==> src/rtl/ihex_pkg.sv <==
// shared types, constants and the hex digit decoder of the hex record receiver
`default_nettype none

package ihex_pkg;

  localparam int LINE_LIMIT  = 520;
  localparam int DATA_DEPTH  = 256;
  localparam int DATA_IDX_W  = $clog2(DATA_DEPTH);
  localparam int MIN_LINE    = 11;
  localparam int DATA_OFFSET = 4;

  localparam logic [7:0] CH_COLON  = 8'h3A;
  localparam logic [7:0] CH_CR     = 8'h0D;
  localparam logic [7:0] CH_LF     = 8'h0A;
  localparam logic [7:0] CH_0      = 8'h30;
  localparam logic [7:0] CH_9      = 8'h39;
  localparam logic [7:0] CH_UA     = 8'h41;
  localparam logic [7:0] CH_UF     = 8'h46;
  localparam logic [7:0] CH_LA     = 8'h61;
  localparam logic [7:0] CH_LF_HEX = 8'h66;

  localparam logic [7:0] KIND_DATA = 8'h00;
  localparam logic [7:0] KIND_END  = 8'h01;

  typedef enum logic [3:0] {
    ST_IDLE,
    ST_CHK,
    ST_SUM,
    ST_IDX,
    ST_INC,
    ST_JLEN,
    ST_JCMP,
    ST_DRD,
    ST_DWR,
    ST_EOF
  } state_t;

  // request to the shared adder: a + b, or a - b when sub is set
  typedef struct packed {
    logic [10:0] a;
    logic [10:0] b;
    logic        sub;
  } alu_req_t;

  typedef struct packed {
    logic        valid;
    logic [63:0] data_word;
    logic [3:0]  bytes_valid;
    logic        last_of_record;
    logic        end_of_file;
  } emit_t;

  // returns {digit_ok, digit_value}; value is zero for a bad digit
  function automatic logic [4:0] hex_digit(input logic [7:0] c);
    logic [7:0] t;
    logic       ok;
    t  = 8'h00;
    ok = 1'b1;
    if (c inside {[CH_0:CH_9]}) begin
      t = c - CH_0;
    end else if (c inside {[CH_UA:CH_UF]}) begin
      t = c - CH_UA + 8'd10;
    end else if (c inside {[CH_LA:CH_LF_HEX]}) begin
      t = c - CH_LA + 8'd10;
    end else begin
      ok = 1'b0;
    end
    return {ok, t[3:0]};
  endfunction

endpackage

`default_nettype wire

==> src/rtl/ihex_if.sv <==
// handshake channels for received characters and record results
`default_nettype none

interface ihex_rx_if;
  logic       valid;
  logic       ready;
  logic [7:0] rx_byte;

  modport source (output valid, output rx_byte, input ready);
  modport sink (input valid, input rx_byte, output ready);
endinterface

interface ihex_res_if;
  logic        valid;
  logic        ready;
  logic [63:0] data_word;
  logic [3:0]  bytes_valid;
  logic        last_of_record;
  logic        end_of_file;

  modport source (output valid, output data_word, output bytes_valid,
                  output last_of_record, output end_of_file, input ready);
  modport sink (input valid, input data_word, input bytes_valid,
                input last_of_record, input end_of_file, output ready);
endinterface

`default_nettype wire

==> src/rtl/ihex_alu.sv <==
// shared add/subtract unit used by the steps of the sequencer
`default_nettype none

module ihex_alu (
  input  ihex_pkg::alu_req_t req,
  output logic [11:0]        res
);

  logic [11:0] b_ext;

  always_comb begin
    b_ext = req.sub ? {1'b0, ~req.b} : {1'b0, req.b};
    // bit 11 is the carry: for a subtraction it means no borrow
    res = {1'b0, req.a} + b_ext + {11'd0, req.sub};
  end

endmodule

`default_nettype wire

==> src/rtl/ihex_seq.sv <==
// character sequencer: line parsing, data byte store and result packing
`default_nettype none

module ihex_seq (
  input  logic                     clk,
  input  logic                     rst,
  ihex_rx_if.sink                  rx,
  input  logic                     out_free,
  output ihex_pkg::emit_t          emit,
  output ihex_pkg::alu_req_t       alu_req,
  input  logic [11:0]              alu_res
);

  localparam logic signed [10:0] DIFF_LIMIT = 11'(ihex_pkg::DATA_OFFSET);
  localparam logic [8:0]         DEPTH_W    = 9'(ihex_pkg::DATA_DEPTH);

  ihex_pkg::state_t state, state_next;

  logic [9:0]  pos;
  logic [3:0]  hnib;
  logic [7:0]  rsum;
  logic [7:0]  rlen;
  logic [7:0]  rkind;
  logic        rej;
  logic        fin;
  logic [7:0]  chr;
  logic [10:0] diff;
  logic [7:0]  val;
  logic [9:0]  lim;
  logic [8:0]  idx;
  logic [63:0] word;
  logic [7:0]  rdata;

  logic [7:0]  mem [ihex_pkg::DATA_DEPTH];

  logic [9:0]  pos_m1;
  logic [8:0]  bidx;
  logic [4:0]  dig;
  logic        skip;
  logic        in_data;
  logic [8:0]  mlen;
  logic [63:0] word_cur;
  logic        last_byte;
  logic        need;
  logic        line_ok;
  logic        clear_line;

  always_comb begin
    pos_m1    = pos - 10'd1;
    bidx      = pos_m1[9:1];
    dig       = ihex_pkg::hex_digit(chr);
    skip      = $signed(alu_res[10:0]) > DIFF_LIMIT;
    in_data   = (bidx >= 9'(ihex_pkg::DATA_OFFSET)) && ($signed(diff) < DIFF_LIMIT);
    mlen      = ({1'b0, rlen} > DEPTH_W) ? DEPTH_W : {1'b0, rlen};
    word_cur  = word;
    word_cur[idx[2:0]*8 +: 8] = rdata;
    last_byte = (alu_res[8:0] == mlen);
    need      = last_byte || (idx[2:0] == 3'd7);
    line_ok   = alu_res[11] && !rej && (rsum == 8'd0);
  end

  always_ff @(posedge clk) begin
    if (rst) begin
      state <= ihex_pkg::ST_IDLE;
    end else begin
      state <= state_next;
    end
  end

  always_comb begin
    state_next  = state;
    rx.ready    = 1'b0;
    alu_req     = '0;
    emit        = '0;
    clear_line  = 1'b0;
    case (state)
      ihex_pkg::ST_IDLE: begin
        rx.ready = 1'b1;
        if (rx.valid && !fin) begin
          if (rx.rx_byte == ihex_pkg::CH_LF) begin
            if (pos != 10'd0) state_next = ihex_pkg::ST_JLEN;
          end else if (rx.rx_byte != ihex_pkg::CH_CR) begin
            state_next = ihex_pkg::ST_CHK;
          end
        end
      end
      ihex_pkg::ST_CHK: begin
        alu_req.a   = {2'b00, bidx};
        alu_req.b   = {3'b000, rlen};
        alu_req.sub = 1'b1;
        if (pos == 10'd0 || skip || pos[0]) begin
          state_next = ihex_pkg::ST_INC;
        end else begin
          state_next = ihex_pkg::ST_SUM;
        end
      end
      ihex_pkg::ST_SUM: begin
        alu_req.a = {3'b000, rsum};
        alu_req.b = {3'b000, val};
        state_next = in_data ? ihex_pkg::ST_IDX : ihex_pkg::ST_INC;
      end
      ihex_pkg::ST_IDX: begin
        alu_req.a   = {2'b00, bidx};
        alu_req.b   = 11'(ihex_pkg::DATA_OFFSET);
        alu_req.sub = 1'b1;
        state_next  = ihex_pkg::ST_INC;
      end
      ihex_pkg::ST_INC: begin
        alu_req.a = {1'b0, pos};
        alu_req.b = 11'd1;
        if (alu_res[9:0] >= 10'(ihex_pkg::LINE_LIMIT - 1)) begin
          state_next = ihex_pkg::ST_JLEN;
        end else begin
          state_next = ihex_pkg::ST_IDLE;
        end
      end
      ihex_pkg::ST_JLEN: begin
        alu_req.a  = {2'b00, rlen, 1'b0};
        alu_req.b  = 11'(ihex_pkg::MIN_LINE);
        state_next = ihex_pkg::ST_JCMP;
      end
      ihex_pkg::ST_JCMP: begin
        // minimum line length covers header, data and checksum
        alu_req.a   = {1'b0, pos};
        alu_req.b   = {1'b0, lim};
        alu_req.sub = 1'b1;
        if (line_ok && rkind == ihex_pkg::KIND_DATA && rlen != 8'd0) begin
          state_next = ihex_pkg::ST_DRD;
        end else if (line_ok && rkind == ihex_pkg::KIND_END) begin
          state_next = ihex_pkg::ST_EOF;
        end else begin
          clear_line = 1'b1;
          state_next = ihex_pkg::ST_IDLE;
        end
      end
      ihex_pkg::ST_DRD: begin
        state_next = ihex_pkg::ST_DWR;
      end
      ihex_pkg::ST_DWR: begin
        alu_req.a = {2'b00, idx};
        alu_req.b = 11'd1;
        if (!need || out_free) begin
          emit.valid          = need;
          emit.data_word      = word_cur;
          emit.bytes_valid    = {1'b0, idx[2:0]} + 4'd1;
          emit.last_of_record = last_byte;
          if (last_byte) begin
            clear_line = 1'b1;
            state_next = ihex_pkg::ST_IDLE;
          end else begin
            state_next = ihex_pkg::ST_DRD;
          end
        end
      end
      ihex_pkg::ST_EOF: begin
        if (out_free) begin
          emit.valid          = 1'b1;
          emit.last_of_record = 1'b1;
          emit.end_of_file    = 1'b1;
          clear_line          = 1'b1;
          state_next          = ihex_pkg::ST_IDLE;
        end
      end
      default: begin
        state_next = ihex_pkg::ST_IDLE;
      end
    endcase
  end

  // line state
  always_ff @(posedge clk) begin
    if (rst || clear_line) begin
      pos   <= '0;
      hnib  <= '0;
      rsum  <= '0;
      rlen  <= '0;
      rkind <= '0;
      rej   <= 1'b0;
    end else begin
      case (state)
        ihex_pkg::ST_CHK: begin
          if (pos == 10'd0) begin
            if (chr != ihex_pkg::CH_COLON) rej <= 1'b1;
          end else if (!skip) begin
            if (!dig[4]) rej <= 1'b1;
            if (pos[0]) hnib <= dig[3:0];
          end
        end
        ihex_pkg::ST_SUM: begin
          rsum <= alu_res[7:0];
          if (bidx == 9'd0) rlen <= val;
          if (bidx == 9'd3) rkind <= val;
        end
        ihex_pkg::ST_INC: begin
          pos <= alu_res[9:0];
        end
        default: begin
        end
      endcase
    end
  end

  always_ff @(posedge clk) begin
    if (rst) begin
      fin <= 1'b0;
    end else if (state == ihex_pkg::ST_EOF && out_free) begin
      fin <= 1'b1;
    end
  end

  // working registers, no reset needed
  always_ff @(posedge clk) begin
    case (state)
      ihex_pkg::ST_IDLE: begin
        chr <= rx.rx_byte;
      end
      ihex_pkg::ST_CHK: begin
        diff <= alu_res[10:0];
        val  <= {hnib, dig[3:0]};
      end
      ihex_pkg::ST_JLEN: begin
        lim <= alu_res[9:0];
      end
      ihex_pkg::ST_JCMP: begin
        idx  <= '0;
        word <= '0;
      end
      ihex_pkg::ST_DWR: begin
        if (!need || out_free) begin
          idx  <= alu_res[8:0];
          word <= need ? 64'd0 : word_cur;
        end
      end
      default: begin
      end
    endcase
  end

  // data byte store, one write and one registered read port
  always_ff @(posedge clk) begin
    if (state == ihex_pkg::ST_IDX &&
        alu_res[10:0] < 11'(ihex_pkg::DATA_DEPTH)) begin
      mem[alu_res[ihex_pkg::DATA_IDX_W-1:0]] <= val;
    end
    if (state == ihex_pkg::ST_DRD) begin
      rdata <= mem[idx[ihex_pkg::DATA_IDX_W-1:0]];
    end
  end

endmodule

`default_nettype wire

==> src/rtl/intel_hex_record_receiver_unit.sv <==
// top level of the hex record receiver: sequencer, shared adder and output register
`default_nettype none

// Takes one ASCII character per item and parses lines as hex records
// (colon, length, address, type, data, checksum; hex digits of either case).
// Carriage returns are ignored; a line ends at a newline or when it holds
// 519 characters. Valid type 00 records of nonzero length come out as 64-bit
// words of up to eight data bytes, first byte lowest; a valid type 01 record gives one end
// item and all later input is ignored. The steps of the sequencer share a
// single adder, and the input is not ready while a character is handled.
// After a line is judged, its data bytes are read back from the byte store
// one at a time and packed into words; a full output register stalls this.
// The byte store needs no clearing pass after reset.
module intel_hex_record_receiver_unit (
  input  logic        clk,
  input  logic        rst,
  ihex_rx_if.sink     rx,
  ihex_res_if.source  res
);

  ihex_pkg::alu_req_t alu_req;
  logic [11:0]        alu_res;
  ihex_pkg::emit_t    emit;
  logic               out_valid;
  logic               out_free;

  assign out_free = !out_valid || res.ready;

  ihex_alu u_alu (
    .req (alu_req),
    .res (alu_res)
  );

  ihex_seq u_seq (
    .clk      (clk),
    .rst      (rst),
    .rx       (rx),
    .out_free (out_free),
    .emit     (emit),
    .alu_req  (alu_req),
    .alu_res  (alu_res)
  );

  // output register parts the sequencer from the result consumer
  always_ff @(posedge clk) begin
    if (rst) begin
      out_valid <= 1'b0;
    end else if (emit.valid) begin
      out_valid <= 1'b1;
    end else if (res.ready) begin
      out_valid <= 1'b0;
    end
  end

  always_ff @(posedge clk) begin
    if (emit.valid) begin
      res.data_word      <= emit.data_word;
      res.bytes_valid    <= emit.bytes_valid;
      res.last_of_record <= emit.last_of_record;
      res.end_of_file    <= emit.end_of_file;
    end
  end

  assign res.valid = out_valid;

  a_ready_not_emit: assert property (@(posedge clk) disable iff (rst)
    !(rx.ready && emit.valid))
    else $error("input ready while a result is produced");

  a_eof_shape: assert property (@(posedge clk) disable iff (rst)
    res.valid && res.end_of_file |-> res.bytes_valid == 4'd0 && res.last_of_record)
    else $error("end item carries data");

  a_data_count: assert property (@(posedge clk) disable iff (rst)
    res.valid && !res.end_of_file |-> res.bytes_valid != 4'd0 && res.bytes_valid <= 4'd8)
    else $error("data item byte count out of range");

  a_quiet_after_eof: assert property (@(posedge clk) disable iff (rst)
    res.valid && res.ready && res.end_of_file |=> !emit.valid && !out_valid)
    else $error("result after end item");

endmodule

`default_nettype wire
==> src/flat_wrapper.sv <==
// flat-port wrapper written by rule: the top's interface ports become plain ports
module intel_hex_record_receiver_unit_flat 
  (clk, rst, rx_valid, rx_rx_byte, rx_ready, res_valid, res_data_word, res_bytes_valid, res_last_of_record, res_end_of_file, res_ready);
  ihex_rx_if rx_i ();
  ihex_res_if res_i ();
  input  logic clk;
  input  logic rst;
  input wire logic [$bits(rx_i.valid)-1:0] rx_valid;
  input wire logic [$bits(rx_i.rx_byte)-1:0] rx_rx_byte;
  output wire logic [$bits(rx_i.ready)-1:0] rx_ready;
  output wire logic [$bits(res_i.valid)-1:0] res_valid;
  output wire logic [$bits(res_i.data_word)-1:0] res_data_word;
  output wire logic [$bits(res_i.bytes_valid)-1:0] res_bytes_valid;
  output wire logic [$bits(res_i.last_of_record)-1:0] res_last_of_record;
  output wire logic [$bits(res_i.end_of_file)-1:0] res_end_of_file;
  input wire logic [$bits(res_i.ready)-1:0] res_ready;
  assign rx_i.valid = rx_valid;
  assign rx_i.rx_byte = rx_rx_byte;
  assign rx_ready = rx_i.ready;
  assign res_valid = res_i.valid;
  assign res_data_word = res_i.data_word;
  assign res_bytes_valid = res_i.bytes_valid;
  assign res_last_of_record = res_i.last_of_record;
  assign res_end_of_file = res_i.end_of_file;
  assign res_i.ready = res_ready;
  intel_hex_record_receiver_unit u_core (.clk(clk), .rst(rst), .rx(rx_i), .res(res_i));
endmodule
==> config.mk <==
export PLATFORM = sky130hd
export DESIGN_NAME = intel_hex_record_receiver_unit_flat
export DESIGN_NICKNAME = d
export VERILOG_FILES = /design/src/rtl/ihex_pkg.sv /design/src/rtl/ihex_if.sv /design/src/rtl/ihex_alu.sv /design/src/rtl/ihex_seq.sv /design/src/rtl/intel_hex_record_receiver_unit.sv /design/src/flat_wrapper.sv
export SDC_FILE = /design/constraint.sdc
export NUM_CORES = 2
export LEC_CHECK = 0
export ABC_AREA = 0
export BUFFER_PORTS_ARGS = -buffer_cell sky130_fd_sc_hd__buf_2
export CORE_MARGIN = 5
export CORE_UTILIZATION = 59
export CTS_BUF_LIST = sky130_fd_sc_hd__clkbuf_16
export DETAILED_ROUTE_END_ITERATION = 8
export GPL_ROUTABILITY_DRIVEN = 0
export PLACE_DENSITY_LB_ADDON = 0.08
export SLEW_MARGIN = 20
export SYNTH_ARGS = -nofsm -noshare
export SYNTH_HDL_FRONTEND = slang
export SYNTH_SLANG_ARGS = --single-unit
==> constraint.sdc <==
create_clock -name clk -period 16.55 [get_ports clk]
set_input_delay 3.31 -clock clk [delete_from_list [all_inputs] [get_ports clk]]
set_output_delay 3.31 -clock clk [all_outputs]
set_load 0.05 [all_outputs]
==> impl_summary.log <==
INFO  metric run_status = finished, final reports clean
INFO  metric routed_wire_length_per_instance = 32.5 µm
INFO  metric worst_slew_margin_rel = around 18%
INFO  metric synthDistinctLibCells = 77
INFO  metric hold_violations = 0
INFO  metric clock_insertion_delay_worst_skew = roughly 0.82 ns
INFO  metric hpwlAfterDp = approximately 130 mm
INFO  metric grt_first_pass_wirelength = 313 mm
INFO  metric viasPerCell = roughly 6.6
INFO  metric worst_setup_path_start_kind = register
INFO  metric worst-endpoint-arrival = ~7.3 ns
INFO  metric period_minus_slack = 6.88 ns
INFO  metric grt_antenna_before_repair = 4
INFO  metric grt.total_usage = a little over a quarter
INFO  metric timing.fmax = around 150 MHz
INFO  metric numPortBuffers = 83
INFO  metric detail_route.iter0.violations = roughly 5500
INFO  metric drive_gt1_share = a little over a quarter
INFO  metric p_per_area = between 100 and 150 mW/mm²
INFO  metric timing.final.crit_share = around 42%
INFO  metric synth_flop_cell = edfxtp_1
INFO  metric tritoncts.num_buffers = between 200 and 250
INFO  metric p_comb_share = between 10 and 15%
INFO  metric synth_seq_area_share = about 76%
INFO  metric drt_pre_antenna_iters = 6
INFO  metric slew_viol_final = 0
INFO  metric total_leakage_power = 29.9 nW
INFO  metric power_frac_seq = 50.4%
INFO  metric setup.worst_path.class = reg2reg
INFO  metric clockRootBuffer = clkbuf_16
INFO  metric finalPower = around 0.014 W
INFO  metric layout.core_utilization = 65.8%
INFO  metric cts_buffer_depth = 3
INFO  metric worstPathMaxFanout = 77
INFO  metric fp-row-count = roughly 140
INFO  metric floorplan.die_area = roughly 0.16 mm²
INFO  metric mappedNetlistNets = roughly 4300
INFO  metric synth.yosys.warnings = 0
INFO  metric grt_max_degree = 186
INFO  metric irDropWorstVdd = between 150 and 200 µV
INFO  metric fp.dieH = around 400 µm
INFO  metric setup_tns = 0 ns
INFO  metric synth_top_area_share = 74.6%
INFO  metric clock_tree.htree_level_count = 4
INFO  metric cts_hold_buffers = 0
INFO  metric cts.sinks = 2279
INFO  metric asyncSetResetFlopFracSynth = 0%
INFO  metric num-nets-final = between 4000 and 5000
INFO  metric worstMarginPinSlew = about 1.2 ns
INFO  metric worst-r2r-cell-count = 12
INFO  metric num-fill-cells = between 9000 and 10000
INFO  metric syn2layout_area_growth = 10.9%
INFO  metric grt_setup_unrepaired = false
INFO  metric yosys.area.top_type = edfxtp_1
INFO  metric internal_power = just under 0.01 W
INFO  metric pwr-share-clk = approximately a third
INFO  metric clock_tree_from_tritoncts = built
INFO  metric synthCells = between 4000 and 5000
INFO  metric cp-end-kind = register
INFO  metric ant_nets = 0
INFO  metric routed_wire_length = around 220 mm
INFO  metric finalSetupViolations = 0
INFO  metric synth.avg_cell_area = 21.2 µm²
INFO  metric worst_setup_hold_path_clk_slew = roughly 0.070 ns
INFO  metric post_cts.resized_instances = 0
INFO  metric first_global_vias = 43200
INFO  metric detailroute.via_count = between 40000 and 50000
INFO  metric whs_path_depth = 0
INFO  metric maxCapViolations = 0
INFO  metric swShare = 27.8%
INFO  metric initial_utilization = around three fifths
INFO  metric gr-total-overflow = 0
INFO  metric post_cts_buffers = 0
INFO  metric hp-class = reg2reg
INFO  metric placeableCoreArea = roughly 0.15 mm²
INFO  metric critical_path_required = 17.00 ns
INFO  metric p_sw = ~0.0038 W
INFO  metric drcViolationCount = 0
INFO  metric die_width = around 400 µm
INFO  metric synth-edff-count = ~2200
INFO  metric synth.ff_latch_count = approximately 2300
INFO  metric io-pin-count = 84
INFO  metric synth_area_leaders = edfxtp_1 (75%), mux4_2 (17%), nor2_1 (1.7%)
INFO  metric synth_area = around 0.09 mm²
INFO  metric timing.clock.skew = 0.0194 ns
## cell usage in the layout, fill, tap and decap left out, types with 15 or more instances in the layout
master	n
buf_4	85
bufinv_16	18
clkbuf_16	218
nor2_1	397
dfxtp_1	45
ha_1	18
nor3_1	81
nand3_1	54
xnor2_1	15
clkinv_2	45
a21oi_1	44
clkinv_1	54
buf_2	83
mux2i_1	77
edfxtp_1	2234
nand2_1	97
mux4_2	680
inv_1	72
nor4_1	15
o21ai_0	23
## cells in the mapped netlist, drive strengths merged (3+ instances only)
| master | count |
|---|---|
| or3 | 4 |
| a221oi | 3 |
| clkbuf | 161 |
| a211o | 3 |
| a221o | 3 |
| nand2b | 8 |
| a21oi | 46 |
| dfxtp | 45 |
| o21ai | 24 |
| a22o | 4 |
| inv | 27 |
| buf | 72 |
| clkinv | 3 |
| ha | 18 |
| mux4 | 680 |
| xor2 | 3 |
| nor4 | 16 |
| nand3b | 4 |
| nor2 | 407 |
| nor3b | 4 |
| a222oi | 6 |
| a31oi | 10 |
| mux2i | 77 |
| a211oi | 11 |
| xnor2 | 16 |
| o211ai | 13 |
| a2111oi | 4 |
| nor3 | 92 |
| nand3 | 56 |
| nand2 | 97 |
| o31ai | 3 |
| or4 | 3 |
| nor2b | 14 |
| o21a | 4 |
| edfxtp | 2234 |
| and2 | 13 |
| and3 | 9 |
| or2 | 3 |
## power groups by stage
stage | logic, W | registers (W) | clock network (W)
2_1_floorplan | 0.000843 | 0.00733 | 0
3_3_place_gp | 0.00196 | 0.00702 | 0
3_5_place_dp | 0.00199 | 0.00702 | 0
4_1_cts | 0.00199 | 0.00690 | 0.00484
5_1_grt | 0.00214 | 0.00690 | 0.00509
6_report | 0.00203 | 0.00690 | 0.00477
## state kept, by name (all words and copies together), names as in the netlist, 9 cells and up
signal	flops
u_core.res.data_word	64
u_core.u_seq.diff	9
u_core.u_seq.idx	9
u_core.u_seq.lim	10
u_core.u_seq.mem	2048
u_core.u_seq.pos	10
u_core.u_seq.word	64
## through the flow
stage | worst slack [ns] | instances | hold WS, ns | area, µm²
global route | 9.36 | 6612 | 0.456 | 99800
global placement | 9.94 | 6208 | 0.418 | 92900
finish | 9.67 | 6615 | 0.443 | 99800
floorplan | 4.51 | 4234 | 0.408 | 90000
CTS | 9.72 | 6609 | 0.441 | 99700
detailed placement | 9.79 | 6208 | 0.426 | 92900
## path summary, 6_finish.rpt
kind,slack (ns),to,start
setup / recovery,9.67,u_core.u_seq.mem[37][0]$_DFFE_PP_,u_core.u_seq.state[2]$_SDFFE_PP0P_
hold / removal,0.44,u_core.u_seq.val[4]$_DFFE_PP_,u_core.u_seq.hnib[0]$_SDFFE_PP0P_
setup reg to reg,9.67,u_core.u_seq.mem[37][0]$_DFFE_PP_,u_core.u_seq.state[2]$_SDFFE_PP0P_
hold reg to reg,0.44,u_core.u_seq.val[4]$_DFFE_PP_,u_core.u_seq.hnib[0]$_SDFFE_PP0P_
## kinds of logic (layout without fill, tap and decap cells)
group                    Yosys count  in the layout  synth area share (%)
AO/OA/AOI/OAI                    153            153                  1.20
XOR/XNOR                          20             20                 0.218
adder cells (fa/ha/maj)           19             19                 0.273
buffers and inverters            263            611                  1.16
flip-flops                      2279           2279                  75.6
multiplexers                     759            759                  17.9
other                              0              3                     0
AND/OR/NAND/NOR                  741            741                  3.68
## critical path, stage by stage, from the launching register on
cell	delay, ns
dfxtp_1	0.74
or4b_4	0.89
o31a_1	0.34
a211o_1	0.33
nand2_1	0.14
fa_2	0.42
nor2b_1	0.20
o22a_1	0.22
xnor2_1	0.34
clkinv_1	0.48
nor2_1	0.80
nand2_1	0.75
nor2_1	0.82
## layout make-up
type,count,area [µm²],area share [%]
Antenna cell,3,7.51,0.00752
Clock buffer,218,5460,5.47
Clock inverter,183,1390,1.40
Inverter,30,121,0.122
Multi-Input combinational cell,1692,21000,21.0
Sequential cell,2279,68000,68.1
Tap cell,2030,2540,2.54
Timing Repair Buffer,180,1300,1.30
## per-layer routing
layer / wire [µm] / up-vias / GRT usage (%)
met3: 17800 / 266 / 4.95
li1: - / 18000 / -
met4: 4140 / 0 / 5.14
met1: 86900 / 23200 / 40.0
met5: 0 / - / 0
met2: 106000 / 2097 / 43.1
Power figures use the tool's default switching activity.
